## src/rtl/tsi_pkg.sv

```systemverilog
// shared types and constants of the timestamp sync interpolator
// no dependencies; imported by the cell, the divider and the top level

package tsi_pkg;

   // register widths and indexes
   localparam int CFG_BITS    = 20;
   localparam int WARM_BITS   = 10;
   localparam int CSR_ADDR_W  = 2;
   localparam int STATUS_BITS = 3;

   localparam logic [CSR_ADDR_W-1:0] CFG_DELAY_TOL = 2'd0;
   localparam logic [CSR_ADDR_W-1:0] CFG_MAX_GAP   = 2'd1;
   localparam logic [CSR_ADDR_W-1:0] CFG_WARMUP    = 2'd2;

   localparam logic [CFG_BITS-1:0]  TOL_RESET  = 20'd5000;
   localparam logic [CFG_BITS-1:0]  GAP_RESET  = 20'd10010;
   localparam logic [WARM_BITS-1:0] WARM_RESET = 10'd100;

   // result status codes
   localparam logic [STATUS_BITS-1:0] ST_OK        = 3'd0;
   localparam logic [STATUS_BITS-1:0] ST_WARMUP    = 3'd1;
   localparam logic [STATUS_BITS-1:0] ST_TIME_JUMP = 3'd2;
   localparam logic [STATUS_BITS-1:0] ST_DELAY     = 3'd3;
   localparam logic [STATUS_BITS-1:0] ST_EMPTY     = 3'd4;
   localparam logic [STATUS_BITS-1:0] ST_NO_LATER  = 3'd5;
   localparam logic [STATUS_BITS-1:0] ST_GAP       = 3'd6;
   localparam logic [STATUS_BITS-1:0] ST_BEFORE    = 3'd7;

   // sequencer states
   typedef enum logic [3:0] {
      S_IDLE,
      S_DECIDE,
      S_MEDIAN,
      S_CHECK,
      S_COMMIT,
      S_SCAN_RD,
      S_SCAN_CMP,
      S_DIV,
      S_OUT
   } state_type;

   // per-cell control of the delay history chain
   typedef struct packed {
      logic shift;
      logic load;
   } cell_ctrl_type;

endpackage

```

## src/rtl/tsi_muldiv.sv

```systemverilog
// iterative round(m * a / b) with a < b, one bit of m per cycle
// fused shift-add multiply and restoring divide; uses tsi_pkg

module tsi_muldiv
   import tsi_pkg::*;
#(
   parameter int W = 40
) (
   input  logic         clock,
   input  logic         reset,
   input  logic         start,
   input  logic [W-1:0] m,
   input  logic [W-1:0] a,
   input  logic [W-1:0] b,
   output logic         done,
   output logic [W-1:0] result
);

   localparam int CW = $clog2(W + 1);

   logic          busy_ff, busy_in;
   logic          done_ff, done_in;
   logic [CW-1:0] cnt_ff, cnt_in;
   logic [W-1:0]  m_ff, m_in;
   logic [W-1:0]  a_ff, a_in;
   logic [W-1:0]  b_ff, b_in;
   logic [W-1:0]  rem_ff, rem_in;
   logic [W-1:0]  quo_ff, quo_in;
   logic [W+1:0]  t_sum;
   logic [W+1:0]  b1_ext;
   logic [W+1:0]  b2_ext;
   logic [W:0]    quo_dbl;

   // one step: rem = 2 rem + bit * a, then take off b at most twice
   assign t_sum   = {1'b0, rem_ff, 1'b0} + (m_ff[W-1] ? {2'b00, a_ff} : '0);
   assign b1_ext  = {2'b00, b_ff};
   assign b2_ext  = {1'b0, b_ff, 1'b0};
   assign quo_dbl = {quo_ff, 1'b0};

   always_comb begin
      busy_in = busy_ff;
      done_in = 1'b0;
      cnt_in  = cnt_ff;
      m_in    = m_ff;
      a_in    = a_ff;
      b_in    = b_ff;
      rem_in  = rem_ff;
      quo_in  = quo_ff;
      if (start) begin
         busy_in = 1'b1;
         cnt_in  = CW'(W);
         m_in    = m;
         a_in    = a;
         b_in    = b;
         rem_in  = '0;
         quo_in  = '0;
      end else if (busy_ff) begin
         m_in   = {m_ff[W-2:0], 1'b0};
         cnt_in = cnt_ff - 1'b1;
         if (t_sum >= b2_ext) begin
            rem_in = W'(t_sum - b2_ext);
            quo_in = W'(quo_dbl + 2'd2);
         end else if (t_sum >= b1_ext) begin
            rem_in = W'(t_sum - b1_ext);
            quo_in = W'(quo_dbl + 2'd1);
         end else begin
            rem_in = W'(t_sum);
            quo_in = W'(quo_dbl);
         end
         if (cnt_ff == CW'(1)) begin
            busy_in = 1'b0;
            done_in = 1'b1;
         end
      end
   end

   always_ff @(posedge clock) begin
      if (reset) begin
         busy_ff <= 1'b0;
         done_ff <= 1'b0;
         cnt_ff  <= '0;
      end else begin
         busy_ff <= busy_in;
         done_ff <= done_in;
         cnt_ff  <= cnt_in;
      end
      m_ff   <= m_in;
      a_ff   <= a_in;
      b_ff   <= b_in;
      rem_ff <= rem_in;
      quo_ff <= quo_in;
   end

   // round to nearest, halves away from zero
   assign done   = done_ff;
   assign result = quo_ff + W'({rem_ff, 1'b0} >= {1'b0, b_ff});

endmodule

```

## config.mk

```make
export PLATFORM = sky130hd
export DESIGN_NAME = tsi_muldiv
export DESIGN_NICKNAME = d
export VERILOG_FILES = /design/src/rtl/tsi_pkg.sv /design/src/rtl/tsi_muldiv.sv
export SDC_FILE = /design/constraint.sdc
export NUM_CORES = 1
export LEC_CHECK = 0
export BUFFER_PORTS_ARGS = -buffer_cell sky130_fd_sc_hd__buf_2
export CAP_MARGIN = 5
export CORE_UTILIZATION = 67
export CTS_BUF_LIST = sky130_fd_sc_hd__clkbuf_8
export DETAILED_ROUTE_END_ITERATION = 8
export PLACE_DENSITY = 0.91
export SYNTH_ARGS = -nofsm -noshare
export SYNTH_HDL_FRONTEND = slang
export SYNTH_SLANG_ARGS = --single-unit
```

## constraint.sdc

```tcl
create_clock -name clock -period 17.5 [get_ports clock]
set_input_delay 0.875 -clock clock [delete_from_list [all_inputs] [get_ports clock]]
set_output_delay 0.875 -clock clock [all_outputs]
set_load 0.005 [all_outputs]
```

* Word-level counts from Yosys, hierarchy flattened
Index checks and enable logic that the tools add are counted.
** Storage, ports and cells
- Flip-flop bits (word level) :: 208
- Output and inout port bits :: 41
- Logic and storage cells :: 37
** Operators by class
- Add/sub/neg operators :: 7
- Magnitude comparators :: 3
- Equal/unequal tests :: 1
- Muxes and demuxes :: 13
- Bitwise gates (word level) :: 1
- Reductions and logical operators :: 3
** Operators with widths (count)
- 2-to-1 mux 40 bit :: 7
- subtractor 40 bit :: 2
- adder 41 x 40 -> 42 bit :: 1
- greater-or-equal comparator 42 x 40 -> 1 bit :: 1
- greater-or-equal comparator 42 x 41 -> 1 bit :: 1
- greater-or-equal comparator 41 x 40 -> 1 bit :: 1
- adder 40 x 1 -> 40 bit :: 1
- adder 40 x 1 -> 40 bit (second input constant) :: 1
- adder 40 x 2 -> 40 bit (second input constant) :: 1
- 2-to-1 mux 6 bit :: 2
- == test 6 x 1 -> 1 bit (second input constant) :: 1
- subtractor 6 x 1 -> 6 bit (second input constant) :: 1
- 2-to-1 mux 1 bit :: 4
- OR reduction 3 bit :: 1
- nonzero test 2 bit :: 1
- OR reduction 2 bit :: 1
- NOT 1 bit :: 1

* Depth between registers and ports, before layout
- Word-level depth :: 5
- Mapped depth :: 27
- Mapped depth without buffers :: 22

* Worst setup path before layout
No wires, ideal clock.
- Kind :: register to register
- From :: register m_ff[39]
- To :: register rem_ff[0]
- Arrival time :: 5.612 ns
- Data required time :: 17.414 ns
- Setup slack :: 11.803 ns
- Stages on the path, launching flop included :: 25
- Path buffers :: 2
- Period minus slack after synthesis :: 5.697 ns
- Cell sequence :: edfxtp_1 -> clkbuf_1 -> and2_1 -> ha_1 -> fa_1 -> a211oi_1 -> o211ai_1 -> and4_1 -> or3_1 -> o21ai_1 -> o41ai_1 -> mux2i_1 -> and2_1 -> ha_1 -> a21o_1 -> a21o_1 -> o21ai_0 -> o311ai_0 -> o31ai_1 -> o311ai_4 -> or2_1 -> buf_2 -> nor2_1 -> mux2_1 -> a211oi_1
** On the way
- Longest elaborated chain between the ends :: 5
- Elaborated cells between the ends (all ways) :: 8
- Those cells by class :: add/sub: 3; order compare: 2; mux: 3
** Ends and longest elaborated chain
- from (decl) :: RTL line tsi_muldiv.sv:24 : logic [W-1:0] m_ff, m_in;
- from (signal assigned) :: RTL line tsi_muldiv.sv:87 : m_ff <= m_in;
- 2-to-1 mux 40 bit * :: RTL line tsi_muldiv.sv:35 : assign t_sum = {1'b0, rem_ff, 1'b0} + (m_ff[W-1] ? {2'b00, a_ff} : '0);
- adder 41 x 40 -> 42 bit * :: RTL line tsi_muldiv.sv:35
- subtractor 40 bit or greater-or-equal comparator 42 x 40 -> 1 bit (tied branches) :: RTL line tsi_muldiv.sv:64, tsi_muldiv.sv:63
- 2-to-1 mux 40 bit :: RTL line tsi_muldiv.sv:63 : end else if (t_sum >= b1_ext) begin
- 2-to-1 mux 40 bit * :: RTL line tsi_muldiv.sv:60 : if (t_sum >= b2_ext) begin
- to (signal assigned) :: RTL line tsi_muldiv.sv:90 : rem_ff <= rem_in;
- to (decl) :: RTL line tsi_muldiv.sv:27 : logic [W-1:0] rem_ff, rem_in;
Every way passes the cells marked *; elsewhere a longest branch is shown, timed or not.
A chain may end at the register's enable or synchronous reset.

* Worst setup path in the final report
- From :: register m_ff[39]
- To :: register rem_ff[32]
Same word-level chain as after synthesis.

==> flow_summary_export.csv <==
group,metric,value,unit
status,status,"finished clean",
place,hpwl,38500,µm
synth,avgSynthCellArea,8.69,µm²
detailed_routing,wl,52100,µm
power,p_int,0.00125,W
detailed_routing,drc,0,
floorplanning,die_w,162,µm
min_path,holdCritPathClass,"in2reg",
clock_tree,cts_inserted_buffers,38,
worst_setup_path,crit_path_start_kind,"flop",
floorplanning,row_count,58,
layout,layout-drive-gt1-share,14.3,%
global_routing,grt_pass1_vias,15700,
detailed_routing,num_vias,16200,
clock_tree,ctsHoldBuffers,0,
timing,finalSetupViolations,0,
timing,slew_violations,0,
floorplanning,coreArea,0.0251,mm²
worst_setup_path,crit_type,"reg2reg",
power,leakage,8.07,nW
clock_tree,clock_latency,0.56,ns
global_routing,antenna_found_initial,0,
floorplanning,dieArea,0.0262,mm²
layout,design_area,0.0188,mm²
layout,diodes,0,
clock_tree,cts_root_buf,"clkbuf_8",
place,io_buffers,163,
global_routing,grt_max_degree,89,
worst_setup_path,cp.arrival,8.47,ns
layout,final_cells,2441,
power,power_frac_seq,28.4,%
synth,synth-edff-count,120,
floorplanning,start_util,68.1,%
timing,timing.final.crit_share,45.8,%
clock_tree,tritoncts,"built",
global_routing,grt_usage,39.4,%
clock_tree,clkSinkCount,208,
synth,syn_nets,2259,
detailed_routing,antenna_left,0,
detailed_routing,wire_per_inst,21.3,µm
synth,async_reset_ff_share,0,%
clock_tree,htreeDepth,2,
layout,syn_to_final_growth,9.91,%
clock_tree,clk_path_buf_depth,3,
floorplanning,die-height,162,µm
worst_setup_path,critPathMaxFanout,40,
place,gp_congestion,1.04,
place,dp.cells,2370,
power,clock_power_share,22.3,%
detailed_routing,drt_iter0_drc,1942,
power,switchingPower,0.000930,W
timing,fmax,125,MHz
floorplanning,io_pins,164,
power,ir_worst_vdd,0.0878,mV
detailed_routing,drt_pass1_iterations,6,
clock_tree,cts_setup_buffers,0,
timing,skew,0.0283,ns
synth,ys_seq_elements,208,
global_routing,gr-total-overflow,0,
synth,synth_cell_types,79,
timing,period_needed,8.01,ns
timing,hold_slack,0.487,ns
power,powerDensity,116,mW/mm²
timing,timing.setup.tns,0,ns
synth,syn_inst,1970,
place,post_dp_cell_area,0.0180,mm²
worst_setup_path,crit_required,17.96,ns
clock_tree,cts_resized,0,
power,pwr-share-comb,49.2,%
timing,slew_headroom,5.88,%
global_routing,grt_pass1_wl,81900,µm
clock_tree,clkTransAtPathRegs,0.07,ns
synth,syn-cell-area,0.0171,mm²
worst_setup_path,endpoint_kind,"flop",
timing,final_hold_viol_count,0,
synth,seq_area_frac_synth,31.4,%
layout,mostFrequentLayoutCells,"174 x nor2_1, 163 x ha_1, 163 x buf_2",
layout,nNetsFinal,2370,
timing,rsz0062_at_grt,"false",
flow_run,max-cap-violations,0,
layout,final_common_cell,"nor2_1",
synth,synthFlopType,"edfxtp_1",
detailed_routing,via_per_inst,6.65,
timing,worst_pin_slew,1.38,ns
synth,ys_warn_count,0,
power,switching_share,42.6,%
==> path summary, 6_finish.rpt <==
check / from / slack (ns) / cells after the start / to
setup / recovery: m_ff[39] / 9.49 / 21 / rem_ff[32]
hold / removal: a[1] / 0.49 / 1 / a_ff[1]
setup reg to reg: m_ff[39] / 9.49 / 21 / rem_ff[32]
hold reg to reg: rem_ff[25] / 0.51 / 1 / rem_ff[25]
==> stage by stage <==
step	utilization [%]	power [W]	setup WS [ns]
detailed placement	71.8	0.00166	9.64
floorplan	-	0.00139	11.80
CTS	74.9	0.00215	9.57
finish	74.9	0.00218	9.49
global route	74.9	0.00230	9.14
global placement	71.8	0.00163	9.89
==> kinds of logic after synthesis <==
group                    count (synthesis)  synth area share [%]
AO/OA/AOI/OAI                          545                  21.4
multiplexers                            56                  3.59
adder cells (fa/ha/maj)                166                  12.3
AND/OR/NAND/NOR                        641                  18.5
XOR/XNOR                               174                  8.91
flip-flops                             208                  31.4
buffers and inverters                  180                  4.06
==> registers in the layout, summed over array words and instances (netlist names) <==
register	count
b_ff	40
quo_ff	40
rem_ff	40
busy_ff	1
a_ff	40
cnt_ff	6
done	1
m_ff	40
==> worst max-delay path: stages, from the launching register on <==
cell	delay (ns)
edfxtp_1	1.12
and2_1	0.30
ha_1	0.26
a211o_1	0.32
a21oi_1	0.28
a211oi_2	0.21
a21bo_2	0.28
a2111oi_0	1.14
o31ai_1	0.27
xor2_1	0.31
ha_1	0.35
nand2_1	0.09
nor2_1	0.06
o41ai_1	0.35
o311ai_0	0.24
o31ai_1	0.46
o311ai_4	0.24
or2_1	0.28
buf_4	0.27
nor4_1	0.65
a31oi_1	0.13
a311oi_1	0.29
==> layer usage <==
layer	global-route usage, %	vias to the layer above	share of wire (%)
met1	49.6	7620	40
met4	18.1	0	4.4
met2	65.7	916	47
met3	7.15	178	8.9
li1	-	7522	-
met5	0	-	0
==> final cells by class <==
type,count,area (µm²)
clock buffers,47,647
clock inverters,23,136
fillers,1880,6300
inverters,78,293
multi-input cells,1582,11100
flip-flops and latches,208,5370
well taps,330,413
repair buffers,173,895
==> cell usage after synthesis (7+ instances only) <==
cell type	n	share of area [%]
a2111oi_0	10	0.51
a211oi_1	62	2.7
a21o_1	61	2.7
a21oi_1	146	4.3
a221oi_1	7	0.36
a311oi_1	11	0.56
a31o_2	7	0.36
a31oi_1	17	0.62
and2_1	56	2.0
and3_1	27	0.99
and4_1	7	0.36
buf_2	12	0.35
clkbuf_1	86	1.9
dfxtp_1	88	10
edfxtp_1	120	21
ha_1	163	12
inv_1	76	1.7
mux2_2	42	2.8
mux2i_1	13	0.76
nand2_1	128	2.8
nand2b_1	20	0.73
nand3_1	52	1.5
nand4_1	36	1.3
nor2_1	175	3.8
nor2b_1	16	0.58
nor3_1	65	1.9
nor4_1	15	0.55
o211ai_1	23	1.0
o21a_1	18	0.79
o21ai_0	81	2.4
o21bai_1	14	0.61
o31ai_1	14	0.61
or2_2	11	0.40
or3_1	14	0.51
xnor2_1	107	5.5
xor2_1	67	3.4
==> power groups by stage <==
stage	Clock (W)	Sequential, W	Combinational [W]
3_5_place_dp	0	0.000627	0.00103
5_1_grt	0.000509	0.000624	0.00116
2_1_floorplan	0	0.000599	0.000795
3_3_place_gp	0	0.000625	0.00101
4_1_cts	0.000489	0.000618	0.00104
6_report	0.000487	0.000620	0.00107
(Power assumes the default switching activity.)
