<file path="src/rtl/tsi_pkg.sv">
// shared types and constants of the timestamp sync interpolator
// no dependencies; imported by the cell, the divider and the top level

package tsi_pkg;

   // register widths and indexes
   localparam int CFG_BITS    = 20;
   localparam int WARM_BITS   = 10;
   localparam int CSR_ADDR_W  = 2;
   localparam int STATUS_BITS = 3;

   localparam logic [CSR_ADDR_W-1:0] CFG_DELAY_TOL = 2'd0;
   localparam logic [CSR_ADDR_W-1:0] CFG_MAX_GAP   = 2'd1;
   localparam logic [CSR_ADDR_W-1:0] CFG_WARMUP    = 2'd2;

   localparam logic [CFG_BITS-1:0]  TOL_RESET  = 20'd5000;
   localparam logic [CFG_BITS-1:0]  GAP_RESET  = 20'd10010;
   localparam logic [WARM_BITS-1:0] WARM_RESET = 10'd100;

   // result status codes
   localparam logic [STATUS_BITS-1:0] ST_OK        = 3'd0;
   localparam logic [STATUS_BITS-1:0] ST_WARMUP    = 3'd1;
   localparam logic [STATUS_BITS-1:0] ST_TIME_JUMP = 3'd2;
   localparam logic [STATUS_BITS-1:0] ST_DELAY     = 3'd3;
   localparam logic [STATUS_BITS-1:0] ST_EMPTY     = 3'd4;
   localparam logic [STATUS_BITS-1:0] ST_NO_LATER  = 3'd5;
   localparam logic [STATUS_BITS-1:0] ST_GAP       = 3'd6;
   localparam logic [STATUS_BITS-1:0] ST_BEFORE    = 3'd7;

   // sequencer states
   typedef enum logic [3:0] {
      S_IDLE,
      S_DECIDE,
      S_MEDIAN,
      S_CHECK,
      S_COMMIT,
      S_SCAN_RD,
      S_SCAN_CMP,
      S_DIV,
      S_OUT
   } state_type;

   // per-cell control of the delay history chain
   typedef struct packed {
      logic shift;
      logic load;
   } cell_ctrl_type;

endpackage

</file>
<file path="src/rtl/tsi_delay_cell.sv">
// one cell of the line delay history chain: holds one signed delay,
// shifts from its neighbour, compares with a broadcast candidate; uses tsi_pkg

module tsi_delay_cell
   import tsi_pkg::*;
#(
   parameter int DW = 41
) (
   input  logic                 clock,
   input  cell_ctrl_type        ctrl,
   input  logic signed [DW-1:0] next_val,
   input  logic signed [DW-1:0] new_val,
   input  logic signed [DW-1:0] cand,
   output logic signed [DW-1:0] value,
   output logic                 lt,
   output logic                 eq
);

   logic signed [DW-1:0] value_ff;

   // load a new delay or take the neighbour's
   always_ff @(posedge clock) begin
      if (ctrl.load) begin
         value_ff <= new_val;
      end else if (ctrl.shift) begin
         value_ff <= next_val;
      end
   end

   // rank contribution against the candidate
   assign lt    = value_ff < cand;
   assign eq    = value_ff == cand;
   assign value = value_ff;

endmodule

</file>
<file path="config.mk">
export PLATFORM = sky130hd
export DESIGN_NAME = tsi_delay_cell
export DESIGN_NICKNAME = d
export VERILOG_FILES = /design/src/rtl/tsi_pkg.sv /design/src/rtl/tsi_delay_cell.sv
export SDC_FILE = /design/constraint.sdc
export NUM_CORES = 1
export LEC_CHECK = 0
export BUFFER_PORTS_ARGS = -buffer_cell sky130_fd_sc_hd__buf_2
export CORE_UTILIZATION = 47
export DETAILED_ROUTE_END_ITERATION = 10
export PLACE_DENSITY_LB_ADDON = 0.25
export REMOVE_ABC_BUFFERS = 1
export SLEW_MARGIN = 20
export SYNTH_ARGS = -nofsm -noshare
export SYNTH_HDL_FRONTEND = slang
export SYNTH_SLANG_ARGS = --single-unit
</file>
<file path="constraint.sdc">
create_clock -name clock -period 3.26 [get_ports clock]
set_input_delay 0.163 -clock clock [delete_from_list [all_inputs] [get_ports clock]]
set_output_delay 0.163 -clock clock [all_outputs]
set_load 0.02 [all_outputs]
</file>
# [Word level (Yosys, flattened, before mapping)]
# Index checks and enable logic that the tools add are counted.
[classes] order_cmp=1 eq_ne=1 n_mux=2 n_reduce_logical=1
[op_table] cell="$mux 41" n=2
[op_table] cell="$eq 41x41->1" n=1
[op_table] cell="$lt 41x41->1" n=1
[op_table] cell="$reduce_bool 2->1" n=1
[word_totals] regBits=41 input_bits=126 out_inout_bits=43 elab_cells=6

# [Logic depth before layout (Yosys ltp)]
# Gate-level depths: netlist (run 1).
[logic_depth] depth_word=2 mapped_depth=8 ltp_nobuf=8

# [Worst setup path after synthesis (run 1)]
# No wires, ideal clock.
[synth_timing] kind="reg2out" startpoint="register value_ff[40], in the netlist value[40]" endpoint="output lt" arrival_ns=2.231 required_time_ns=3.097 path_slack_ns=0.866 stages_incl_launch_ff=8 n_path_buf=0 path_cell_list="edfxtp_1 ha_1 nand4_2 nor4_2 nand4_1 nor4_2 a211oi_1 xnor2_1"
[synth_between] elab_chain_cells=1
[synth_lines] element="start, declared" line="tsi_delay_cell.sv:19" rtl="logic signed [DW-1:0] value_ff;"
[synth_lines] element="start signal, assigned" line="tsi_delay_cell.sv:24" rtl="value_ff <= new_val;"
[synth_lines] element="start signal, assigned" line="tsi_delay_cell.sv:26" rtl="value_ff <= next_val;"
[synth_lines] element="$lt 41x41->1" line="tsi_delay_cell.sv:31" rtl="assign lt = value_ff < cand;"
[synth_lines] element="end, declared" line="tsi_delay_cell.sv:15" rtl="output logic lt,"
# No other way between the ends.

# [Worst setup path after layout (run 1)]
# Same ends and word-level chain as after synthesis.

==> impl_metrics.tcl, run 1 <==
set metrics [dict create \
    cts_resized 0 \
    path_max_fanout 4 \
    drv_cap 0 \
    yosys.area.top_type "edfxtp_1" \
    worstSetupPathType "flip-flop to output pin" \
    outcome "finished clean" \
    wire_per_inst_um 13.0 \
    worst-slew-pin-transition_ns 0.955 \
    ir_drop_mv 0.271 \
    synth_edf_count 41 \
    path_clk_slew_ns 0.07 \
    grt_pass1_vias 2460 \
    routed_wl_mm 6.23 \
    die_y_um 78.8 \
    avgSynthCellArea_um2 11.7 \
    crit_arrival_ns 2.58 \
    start_util_pct 49.5 \
    hold_violations 0 \
    diodes 0 \
    area_delta_synth_final_pct 36.1 \
    placed_area_um2 3690 \
    yosysUniqueCellTypes 26 \
    critPathLaunchType "flip-flop" \
    ctsRootBufferMaster "clkbuf_8" \
    cts_setup_buffers 0 \
    grt_use_total_pct 21.3 \
    maxSlewViolCount 0 \
    antenna_found_initial 0 \
    finalSetupViolCount 0 \
    min_path_type "input pin to flip-flop" \
    slew_headroom_pct 36.3 \
    drtAntennaViolNets 0 \
    cp-endpoint "lt" \
    clkSinkCount 41 \
    p_leak_nw 1.96 \
    io_pins 169 \
    yosys-top-cells-count "inv_1 (43), edfxtp_1 (41), ha_1 (41), mux2_2 (41), a21oi_1 (14)" \
    viasPerCell 4.96 \
    holdWs_ns 0.174 \
    synth_ff_type "edfxtp_1" \
    rsz0062_at_grt "false" \
    fin_tns_setup_ns 0 \
    setup.worst_path.start "value[40]" \
    tritoncts "done" \
    seq_area_frac_synth_pct 44.4 \
    die_w_um 78.8 \
    gp_routability_congestion 0.773 \
    first_pass_iters 5 \
    fin_nets 575 \
    hpwlAfterDp_mm 5.23 \
    power_density_nw_per_um2 383 \
    cp.required_ns 3.10 \
    grt_max_degree 42 \
    fin_crit_sh_pct 84.1 \
    yosys_warnings 0 \
    synth.top_cell.area_share_pct 44.4 \
    fmax_mhz 365 \
    drt_iter0_markers 67 \
    largest_reg_flops 41 \
    synth-async-reset-ratio_pct 0 \
    ys_ff_latch 41 \
    placed_cells 473 \
    rows 27 \
    end_kind "output pin" \
    overflow 0 \
    vias 2388 \
    numCtsBuffers 5 \
    synthCells 237 \
    finalCriticalPeriod_ns 2.74 \
    die_area_um2 6210 \
    final_area_um2 3770 \
    drive_gt1_share_pct 53.8 \
    io_buffers 168 \
    fin_cells 481 \
    hold_buffers 0 \
    setup_ws_ns 0.520 \
    grt_first_pass_wirelength_mm 10.2 \
    core-area_um2 5610 \
    htreeDepth 2 \
    synthTopCellsByArea "edfxtp_1 (44%), ha_1 (18%), mux2_2 (17%)" \
    cts.path.max_buffers 2 \
    route.detailed.drc 0 \
    dp_slack_ns 0.775 \
    synth_area_um2 2770 \
    synth.most_common_cell "inv_1" \
]
-- area by class of cell --
cell class,instances,area (µm²)
inverter,43,161
tap,72,90.1
clock inverter,3,12.5
multi-input combinational,148,1360
fill,458,1830
timing repair buffer,169,848
clock buffer,5,68.8
sequential,41,1230
-- cells by family (layout without fill, tap and decap cells) --
group                      count (synthesis)  in the layout  share of synthesized area [%]
muxes                                     41             41                           16.6
xor gates and xnor gates                   1              1                          0.316
DFF                                       41             41                           44.4
adders and majority gates                 41             41                           18.5
and+or+nand+nor                           31             31                           6.41
buffers and inverters                     48            220                           6.50
AOI/OAI and AO/OA                         34             34                           7.26
-- worst min path at each step --
stage                 startpoint         to  slack, ns  cells after the start
global placement    next_val[32]  value[32]       0.46                      2
global route         new_val[22]  value[22]       0.16                      2
detailed placement   new_val[21]  value[21]       0.47                      2
finish              next_val[32]  value[32]       0.17                      2
floorplan            next_val[0]   value[0]       0.38                      1
CTS                  new_val[21]  value[21]       0.17                      2
-- per-stage QoR --
stage,utilization [%],total power [W]
4_1_cts,67.3,0.00146
3_5_place_dp,65.9,0.00115
3_3_place_gp,65.9,0.00114
2_1_floorplan,-,0.000961
5_1_grt,67.3,0.00155
6_report,67.3,0.00145
-- routing by layer --
metal / track usage, % / vias up / wire length, µm
met1: 22.0 / 1065 / 2380
met4: 8.00 / 0 / 144
met2: 40.8 / 108 / 3210
met5: 0 / - / 0
met3: 5.63 / 14 / 494
li1: - / 1201 / -
-- cells in the final DEF, fill, tap and decap left out, drive strengths merged --
cell     Yosys  layout
nor3         3       3
nand2        8       8
a211oi       2       2
a221oi       3       3
nand4        7       7
inv         43      43
clkinv       0       3
nor2         3       3
and2         1       1
clkbuf       5       5
nor2b        1       1
mux2        41      41
nor4         2       2
o2bb2ai      1       1
or2          1       1
xnor2        1       1
o21ai       10      10
buf          0     169
nand3        3       3
ha          41      41
nand2b       1       1
and3         1       1
a211o        1       1
a21o         3       3
a21oi       14      14
edfxtp      41      41
-- report_power, final --
group	internal (W)	total, W	leakage, nW	switching [W]
combinational	0.000210	0.000458	1.50	0.000248
clock	0.000144	0.000310	0.0430	0.000166
sequential	0.000649	0.000679	0.418	0.0000295
total	0.00100	0.00145	1.96	0.000444
-- worst max-delay path: stages, from the launching register on --
cell      delay [ns]
edfxtp_1        0.39
ha_1            0.38
nand4_2         0.17
nor4_2          0.40
nand4_1         0.18
nor4_2          0.29
a211oi_1        0.14
xnor2_1         0.15
buf_2           0.19
(Power assumes the default switching activity.)
==> run 2, diff against run 1 <==
Settings changed: ABC_AREA set to 1, CORE_UTILIZATION 47 to 45.
Clock period 3.26 ns to 2.6 ns, I/O delays scaled along.
==> impl_metrics.tcl, run 2 <==
set metrics [dict create \
    outcome "finished clean" \
    io_buffers 168 \
    drtAntennaViolNets 0 \
    start_util_pct 47.9 \
    drv_cap 0 \
    rows 28 \
    hold_violations 0 \
    ir_drop_mv 0.265 \
    avgSynthCellArea_um2 7.82 \
    cts_setup_buffers 0 \
    largest_reg_flops 41 \
    holdWs_ns 0.0997 \
    ys_ff_latch 41 \
    yosys_warnings 0 \
    drive_gt1_share_pct 34.1 \
    critPathLaunchType "flip-flop" \
    antenna_found_initial 0 \
    die_w_um 82.5 \
    yosys-top-cells-count "nand2_1 (175), inv_1 (58), edfxtp_1 (41), ha_1 (41), a21oi_1 (14)" \
    p_int_w 0.00124 \
    grt_use_total_pct 20.5 \
    core-area_um2 6100 \
    comb_power_share_pct 32.1 \
    synthCells 373 \
    fin_crit_sh_pct 81.6 \
    worst-slew-pin-transition_ns 0.694 \
    clkSinkCount 41 \
    synthTopCellsByArea "edfxtp_1 (42%), nand2_1 (23%), ha_1 (18%)" \
    diodes 0 \
    synth_edf_count 41 \
    clkPwrFrac_pct 21.7 \
    finalSetupViolCount 0 \
    fin_util_pct 64.4 \
    synth-async-reset-ratio_pct 0 \
    cp.required_ns 2.47 \
    hold_buffers 0 \
    min_path_type "input pin to flip-flop" \
    drt_iter0_markers 79 \
    die_area_um2 6810 \
    seqPwrFrac_pct 46.2 \
    grt_pass1_vias 2503 \
    area_delta_synth_final_pct 34.6 \
    power_density_nw_per_um2 470 \
    synth.top_cell.area_share_pct 42.2 \
    yosysUniqueCellTypes 20 \
    yosys.area.top_type "edfxtp_1" \
    cts.path.max_buffers 2 \
    finalCriticalPeriod_ns 2.12 \
    gp_routability_congestion 0.806 \
    maxSlewViolCount 0 \
    power.share.switching_pct 32.9 \
    synth_area_um2 2920 \
    vias 2818 \
    seq_area_frac_synth_pct 42.2 \
    fin_nets 708 \
    die_y_um 82.5 \
    overflow 0 \
    viasPerCell 4.57 \
    path_clk_slew_ns 0.08 \
    wire_per_inst_um 11.4 \
    htreeDepth 2 \
    switching_power_w 0.000607 \
    fmax_mhz 471 \
    path_max_fanout 4 \
    synth.most_common_cell "nand2_1" \
    synth_ff_type "edfxtp_1" \
    worstSetupPathType "flip-flop to output pin" \
    route.detailed.drc 0 \
    tritoncts "done" \
    crit_arrival_ns 1.99 \
    io_pins 169 \
    slew_headroom_pct 53.7 \
    grt_max_degree 42 \
    numCtsBuffers 5 \
    fin_tns_setup_ns 0 \
    p_leak_nw 2.35 \
    final_common_cell "nand2_1" \
    routed_wl_mm 7.02 \
    hpwlAfterDp_mm 5.64 \
    end_kind "output pin" \
    ctsRootBufferMaster "clkbuf_8" \
    cts_resized 0 \
    first_pass_iters 6 \
    grt_first_pass_wirelength_mm 10.5 \
    rsz0062_at_grt "false" \
    final_cell_mix "nand2_1 (175), buf_2 (168), inv_1 (57), ha_1 (41), edfxtp_1 (41)" \
]
[run 2: kinds of logic after synthesis]
family / Yosys count / share of synthesized area, %
and+or+nand+nor: 205 / 28.0
buffers and inverters: 67 / 8.66
adders and majority gates: 41 / 17.6
DFF: 41 / 42.2
AOI/OAI and AO/OA: 19 / 3.60
[run 2: worst paths after layout]
path    startpoint         to  depth (start not counted)
min   next_val[25]  value[25]                          3
max      value[40]         lt                         12
[run 2: through the flow]
step	instance area [µm²]	power, W	setup slack, ns	cells
2_1_floorplan	2880	0.00122	0.609	364
3_3_place_gp	3840	0.00144	0.822	609
3_5_place_dp	3840	0.00147	0.778	609
4_1_cts	3930	0.00187	0.449	617
5_1_grt	3930	0.00198	0.288	617
6_report	3930	0.00185	0.479	617
[run 2: power groups by stage]
stage | Sequential (W) | Clock, W | Combinational [W]
after floorplan | 0.000959 | 0 | 0.000257
after global placement | 0.000862 | 0 | 0.000580
after detailed placement | 0.000867 | 0 | 0.000598
after CTS | 0.000853 | 0.000414 | 0.000601
after global routing | 0.000861 | 0.000446 | 0.000671
final | 0.000852 | 0.000401 | 0.000593
[run 2: worst max-delay path, stage by stage (launching register included)]
cell and delay [ns]:
edfxtp_1 0.41, ha_1 0.37, nand2_2 0.09, nor2_4 0.09
nand2_2 0.08, nor2_2 0.08, nand2_1 0.09, nor2_2 0.10
nand2_2 0.07, nand3_2 0.07, nand2_1 0.04, nand2_1 0.05
buf_2 0.16
[run 2: area by class of cell]
cell class	instances	area, µm²
clock buffer	5	68.8
clock inverter	3	12.5
fill	561	2170
inverter	58	218
multi-input combinational	265	1430
sequential	41	1230
tap	75	93.8
timing repair buffer	170	868
[run 2: layer usage]
metal  track usage, %  part of all wire, %
met5                0                    0
met4             8.79                  2.4
met3             4.95                  6.6
met2             37.6                   50
met1             22.4                   41
